[config.mk]
export PLATFORM = sky130hd
export DESIGN_NAME = uvs_div
export DESIGN_NICKNAME = d
export VERILOG_FILES = /design/src/rtl/uv_sphere_vertex_generator_core_assert.svh /design/src/rtl/uvs_pkg.sv /design/src/rtl/uvs_div.sv
export SDC_FILE = /design/constraint.sdc
export NUM_CORES = 2
export LEC_CHECK = 0
export BUFFER_PORTS_ARGS = -buffer_cell sky130_fd_sc_hd__buf_4
export CAP_MARGIN = 40
export CORE_ASPECT_RATIO = 1.75
export CORE_MARGIN = 1.5
export CORE_UTILIZATION = 35
export CTS_BUF_LIST = sky130_fd_sc_hd__clkbuf_4
export CTS_CLUSTER_SIZE = 8
export DETAILED_ROUTE_END_ITERATION = 16
export HOLD_SLACK_MARGIN = 0.15
export PLACE_DENSITY = 0.61
export SLEW_MARGIN = 20
export SYNTH_ARGS = -nofsm -noshare
export SYNTH_HDL_FRONTEND = slang
export SYNTH_SLANG_ARGS = --single-unit
[constraint.sdc]
create_clock -name clk -period 8.6 [get_ports clk]
set_clock_uncertainty 0.2 [all_clocks]
set_input_delay 2.15 -clock clk [delete_from_list [all_inputs] [get_ports clk]]
set_output_delay 2.15 -clock clk [all_outputs]
set_load 0.02 [all_outputs]
[src/rtl/uv_sphere_vertex_generator_core_assert.svh]
// ----------------------------------------------------------------------------
// uv sphere vertex generator assertion macros
// ----------------------------------------------------------------------------
`ifndef UV_SPHERE_VERTEX_GENERATOR_CORE_ASSERT_SVH
`define UV_SPHERE_VERTEX_GENERATOR_CORE_ASSERT_SVH

// same-cycle implication
`define UVS_ASSERT_IMP(label, ck, rs, ante, cons) \
  label: assert property (@(posedge ck) disable iff (rs) (ante) |-> (cons)) \
    else $error("uvs assertion failed");

// next-cycle implication
`define UVS_ASSERT_NXT(label, ck, rs, ante, cons) \
  label: assert property (@(posedge ck) disable iff (rs) (ante) |=> (cons)) \
    else $error("uvs assertion failed");

`endif

[src/rtl/uvs_pkg.sv]
// ----------------------------------------------------------------------------
// uvs_pkg
// shared constants, types and arithmetic helpers of the uv sphere vertex core
// ----------------------------------------------------------------------------
`timescale 1ns / 1ps
`default_nettype none

package uvs_pkg;

  localparam int MAX_SEGMENTS     = 1024;
  localparam int POS_FRAC_BITS    = 15;
  localparam int SEG_W            = 10;
  localparam int IDX_W            = 20;
  localparam int POS_W            = 16;
  localparam int CORDIC_FRAC      = 30;
  localparam int CORDIC_ITERS     = 30;
  localparam int CORDIC_PER_STAGE = 2;
  localparam int CORDIC_STAGES    = CORDIC_ITERS / CORDIC_PER_STAGE;
  localparam int DIV_STEPS        = 33;
  localparam int DIV_PER_STAGE    = 3;
  localparam int DIV_STAGES       = DIV_STEPS / DIV_PER_STAGE;
  localparam int DEN_W            = SEG_W + 2;
  localparam int FIELD_SHIFT      = CORDIC_FRAC - POS_FRAC_BITS;

  localparam logic signed [31:0] CORDIC_GAIN = 32'sd652032874;
  localparam logic signed [63:0] FIELD_HI = (POS_FRAC_BITS >= POS_W - 1) ?
      64'sd32767 : (64'sd1 <<< POS_FRAC_BITS) - 64'sd1;
  localparam logic signed [63:0] FIELD_LO = (POS_FRAC_BITS >= POS_W - 1) ?
      -64'sd32768 : -(64'sd1 <<< POS_FRAC_BITS);

  localparam logic [1:0] REG_LAT = 2'd0;
  localparam logic [1:0] REG_LON = 2'd1;
  localparam logic [SEG_W-1:0] LAT_RESET = 10'd16;
  localparam logic [SEG_W-1:0] LON_RESET = 10'd32;

  typedef logic signed [31:0] cval_t;
  typedef logic signed [32:0] zval_t;

  typedef struct packed {
    logic             vvalid;
    logic             qvalid;
    logic [IDX_W-1:0] ia;
    logic [IDX_W-1:0] ib;
    logic [IDX_W-1:0] ic;
    logic [IDX_W-1:0] id;
  } side_t;

  typedef struct packed {
    logic [SEG_W-1:0]     num;
    logic [DIV_STEPS-1:0] low;
    logic [DEN_W-1:0]     den;
    logic                 zero;
  } div_lane_t;

  function automatic logic [SEG_W-1:0] clamp_seg(input logic [SEG_W-1:0] v);
    if (32'(v) > MAX_SEGMENTS - 1) return SEG_W'(MAX_SEGMENTS - 1);
    return v;
  endfunction

  function automatic logic [31:0] atan_turn(input int i);
    case (i)
      0:  return 32'h20000000;
      1:  return 32'h12E4051E;
      2:  return 32'h09FB385B;
      3:  return 32'h051111D4;
      4:  return 32'h028B0D43;
      5:  return 32'h0145D7E1;
      6:  return 32'h00A2F61E;
      7:  return 32'h00517C55;
      8:  return 32'h0028BE53;
      9:  return 32'h00145F2F;
      10: return 32'h000A2F98;
      11: return 32'h000517CC;
      12: return 32'h00028BE6;
      13: return 32'h000145F3;
      14: return 32'h0000A2FA;
      15: return 32'h0000517D;
      16: return 32'h000028BE;
      17: return 32'h0000145F;
      18: return 32'h00000A30;
      19: return 32'h00000518;
      20: return 32'h0000028C;
      21: return 32'h00000146;
      22: return 32'h000000A3;
      23: return 32'h00000051;
      24: return 32'h00000029;
      25: return 32'h00000014;
      26: return 32'h0000000A;
      27: return 32'h00000005;
      28: return 32'h00000003;
      29: return 32'h00000001;
      default: return 32'h0;
    endcase
  endfunction

  // round to nearest, halves away from zero
  function automatic logic signed [63:0] rnd_shift(input logic signed [63:0] v,
                                                   input int s);
    logic [63:0] mag;
    if (s == 0) return v;
    mag = v[63] ? 64'(-v) : 64'(v);
    mag = (mag + (64'd1 << (s - 1))) >> s;
    return v[63] ? -$signed(mag) : $signed(mag);
  endfunction

  function automatic logic [POS_W-1:0] to_field(input logic signed [63:0] v);
    logic signed [63:0] r;
    r = rnd_shift(v, FIELD_SHIFT);
    if (r > FIELD_HI) r = FIELD_HI;
    if (r < FIELD_LO) r = FIELD_LO;
    return r[POS_W-1:0];
  endfunction

endpackage

`default_nettype wire

[src/rtl/uvs_div.sv]
// ----------------------------------------------------------------------------
// uvs_div
// pipelined restoring divider producing the theta and phi phases
// ----------------------------------------------------------------------------
`timescale 1ns / 1ps
`default_nettype none

module uvs_div (
  input  logic               clk,
  input  logic               rst,
  input  logic               adv,
  input  logic               in_vld,
  input  uvs_pkg::div_lane_t lane_in [2],
  input  uvs_pkg::side_t     side_in,
  output logic               out_vld,
  output logic [31:0]        phase [2],
  output uvs_pkg::side_t     side_out
);
  import uvs_pkg::*;

  logic                 vld  [DIV_STAGES+1];
  logic [DEN_W-1:0]     rem  [DIV_STAGES+1][2];
  logic [DIV_STEPS-1:0] quo  [DIV_STAGES+1][2];
  logic [DIV_STEPS-1:0] low  [DIV_STAGES+1][2];
  logic [DEN_W-1:0]     den  [DIV_STAGES+1][2];
  logic                 zero [DIV_STAGES+1][2];
  side_t                side [DIV_STAGES+1];

  always_ff @(posedge clk) begin
    if (rst) begin
      vld[0] <= 1'b0;
    end else if (adv) begin
      vld[0] <= in_vld;
    end
    if (adv) begin
      for (int l = 0; l < 2; l++) begin
        rem[0][l]  <= DEN_W'(lane_in[l].num);
        quo[0][l]  <= '0;
        low[0][l]  <= lane_in[l].low;
        den[0][l]  <= lane_in[l].den;
        zero[0][l] <= lane_in[l].zero;
      end
      side[0] <= side_in;
    end
  end

  for (genvar g = 0; g < DIV_STAGES; g++) begin : g_stage
    logic [DEN_W-1:0]     r_n [2];
    logic [DIV_STEPS-1:0] q_n [2];
    logic [DIV_STEPS-1:0] l_n [2];

    always_comb begin
      logic [DEN_W:0] t;
      t = '0;
      for (int l = 0; l < 2; l++) begin
        r_n[l] = rem[g][l];
        q_n[l] = quo[g][l];
        l_n[l] = low[g][l];
        for (int k = 0; k < DIV_PER_STAGE; k++) begin
          t      = {r_n[l], l_n[l][DIV_STEPS-1]};
          l_n[l] = {l_n[l][DIV_STEPS-2:0], 1'b0};
          if (t >= {1'b0, den[g][l]}) begin
            t      = t - {1'b0, den[g][l]};
            q_n[l] = {q_n[l][DIV_STEPS-2:0], 1'b1};
          end else begin
            q_n[l] = {q_n[l][DIV_STEPS-2:0], 1'b0};
          end
          r_n[l] = t[DEN_W-1:0];
        end
      end
    end

    always_ff @(posedge clk) begin
      if (rst) begin
        vld[g+1] <= 1'b0;
      end else if (adv) begin
        vld[g+1] <= vld[g];
      end
      if (adv) begin
        for (int l = 0; l < 2; l++) begin
          rem[g+1][l]  <= r_n[l];
          quo[g+1][l]  <= q_n[l];
          low[g+1][l]  <= l_n[l];
          den[g+1][l]  <= den[g][l];
          zero[g+1][l] <= zero[g][l];
        end
        side[g+1] <= side[g];
      end
    end
  end

  // zero segment count gives phase zero
  always_comb begin
    for (int l = 0; l < 2; l++) begin
      phase[l] = zero[DIV_STAGES][l] ? 32'h0 : quo[DIV_STAGES][l][31:0];
    end
  end

  assign out_vld  = vld[DIV_STAGES];
  assign side_out = side[DIV_STAGES];

endmodule

`default_nettype wire

==> reports/results.ini <==
[synth]
avgSynthCellArea_um2=13.4
synth_fp_nets=9556
synthCells=8504
ys_ff_latch=2314
yosys.cell_types.count=87
yosysTopAreaCell=edfxtp_1
synth_top_area_frac=0.611
yosys_warnings=0
ys_async_sr_fraction=0
synthTopCellsByArea=edfxtp_1, ha_1, mux2_2
syn-cell-area_mm2=0.114
dominantRegCellSynth=edfxtp_1
synth-edff-count=2314
ys_seq_area_frac=0.611

[global_routing]
grt_pass1_wl_um=403000
antenna_found_initial=18
globalRouteOverflowTotal=0
track_usage=0.156
grt_pass1_vias=75400
grt_max_degree=178

[routing]
first_iter_violations=3452
postRouteAntennaNets=0
num_vias=70900
first_pass_iters=6
drt-total-wl_um=263000
wire_per_inst_um=18.5
drc=0
avgViaCountPerCell=4.99

[critical_path]
cp_slowest_cell=o21ai_0
worstSetupPathType=reg2reg
cp_slowest_stage_delay_ns=0.46
cp.arrival_ns=9.08
path_max_fanout=14
cp-startpoint=den[1][13]
timing.rr.start=den[1][13]
startpoint_type=register
cp_data_required_time_ns=9.52
end_kind=register

[layout]
layout-drive-gt1-share=0.197
final_cell_mix=edfxtp_1, ha_1, clkbuf_4
syn_to_final_growth_pct=14.5
nets=10600
final_common_cell=edfxtp_1

[placed_design]
portBuffers=344
dp_slack_ns=0.164
gp_congestion=0.933
dp_hpwl_um=193000

[clock_network]
ctsLongestPathBuffers=4
clk_latency_ns=1.39
h-tree-depth=6
cts_buffers=573
path_clk_slew_ns=0.07
clock_sinks=2314
cts_tree=done
root_buffer=clkbuf_4

[timing]
hold_viol=0
period_share=0.948
fin_ws_ns=0.443
setup_viol=0
max_slew_margin=0.314
fin_crit_ns=8.16
finalMaxSlewViolations=0
setup_tns_ns=0
fmax_ghz=0.123
tightest_slew_ns=1.03

[flow_run]
max_cap_viol_count=0

[die]
ios=345
initial_utilization=0.352
die_w_um=434
die-area_mm2=0.329
fp.coreArea_mm2=0.323
rows=276
die_y_um=757

[outcome]
outcome=completed

[min_path]
hold_start=side[2][244]
holdCritPathClass=reg2reg

## final cells by class
class | instances | area [µm²]
multi-input combinational | 5381 | 41000
timing repair buffer | 618 | 4910
clock buffer | 790 | 5930
tap | 4309 | 5390
sequential | 2314 | 69500
fill | 30500 | 193000
inverter | 611 | 2290
antenna | 12 | 30.0
clock inverter | 193 | 1260
## registers in the layout, indices dropped and copies added, names as in the netlist
signal	cells
rem	260
low	396
side	984
vld	12
den	264
quo	374
zero	24
## cell usage after synthesis, types with 34 or more instances
master,number
edfxtp_1,2314
ha_1,790
inv_1,605
a21oi_1,546
nor2_1,479
nand2_1,397
mux2_2,373
xnor2_1,345
o21ai_0,338
nor2b_1,193
a21o_1,191
nor3_1,169
xor2_1,154
nand3_1,147
nand4_1,106
mux2i_1,93
o21a_1,91
buf_4,84
clkbuf_1,77
nand2b_1,74
fa_1,64
a211oi_1,60
a31oi_1,53
o31ai_1,52
o211ai_1,49
o21bai_1,48
and3_1,44
or2_2,42
or3_1,41
a21boi_0,34
## through the flow
step	util	instance area, µm²	std cells	hold WS [ns]
after global routing	0.403	130000	14200	0.161
after detailed placement	0.380	123000	13200	0.205
after floorplan	-	114000	8504	0.200
after global placement	0.380	123000	13200	0.200
after CTS	0.402	130000	14200	0.151
final	0.403	130000	14200	0.161
## logic make-up (layout without fill, tap and decap cells)
family / after synthesis / in the layout / synth area share
fa+ha+maj: 854 / 854 / 0.0982
buf+inv: 809 / 2212 / 0.0299
mux: 468 / 468 / 0.0454
xor+xnor: 499 / 499 / 0.0384
other cells: 0 / 12 / 0
simple gates: 1829 / 1829 / 0.0793
compound gates: 1731 / 1731 / 0.0980
flops: 2314 / 2314 / 0.611
## path summary, 6_finish.rpt
| kind | to | slack, ns | depth (start not counted) |
|---|---|---|---|
| worst min-delay path | side[2][326] | 0.16 | 0 |
| worst min register to register | side[2][326] | 0.16 | 0 |
| worst max-delay path | rem[2][14] | 0.44 | 30 |
| worst max register to register | rem[2][14] | 0.44 | 30 |
## timing repair
action | in CTS | in global routing
endpoints found under the hold margin | 18 | 0
endpoints found under the setup margin | 0 | 128
buffers inserted | 0 | 6
resized for setup | 0 | 30
hold buffers | 18 | 0
## routing by layer
layer,GRT usage,part of all wire,wire length (µm),vias up
met2,0.301,0.55,143000,1714
li1,-,-,-,34300
met3,0.0314,0.044,11600,775
met1,0.149,0.35,92100,34100
met5,0,0.00044,115,-
met4,0.0953,0.060,15700,16
## critical path: cells and delay by family, from the launching register on
| family | cells | cell delay, ns |
|---|---|---|
| buf+inv | 5 | 1.07 |
| mux | 2 | 0.78 |
| fa+ha+maj | 3 | 0.90 |
| flops | 1 | 0.44 |
| simple gates | 5 | 0.57 |
| compound gates | 15 | 3.92 |
Power is not shown: default switching activity piles up to over one toggle a cycle in this logic, so the estimate is an artifact.
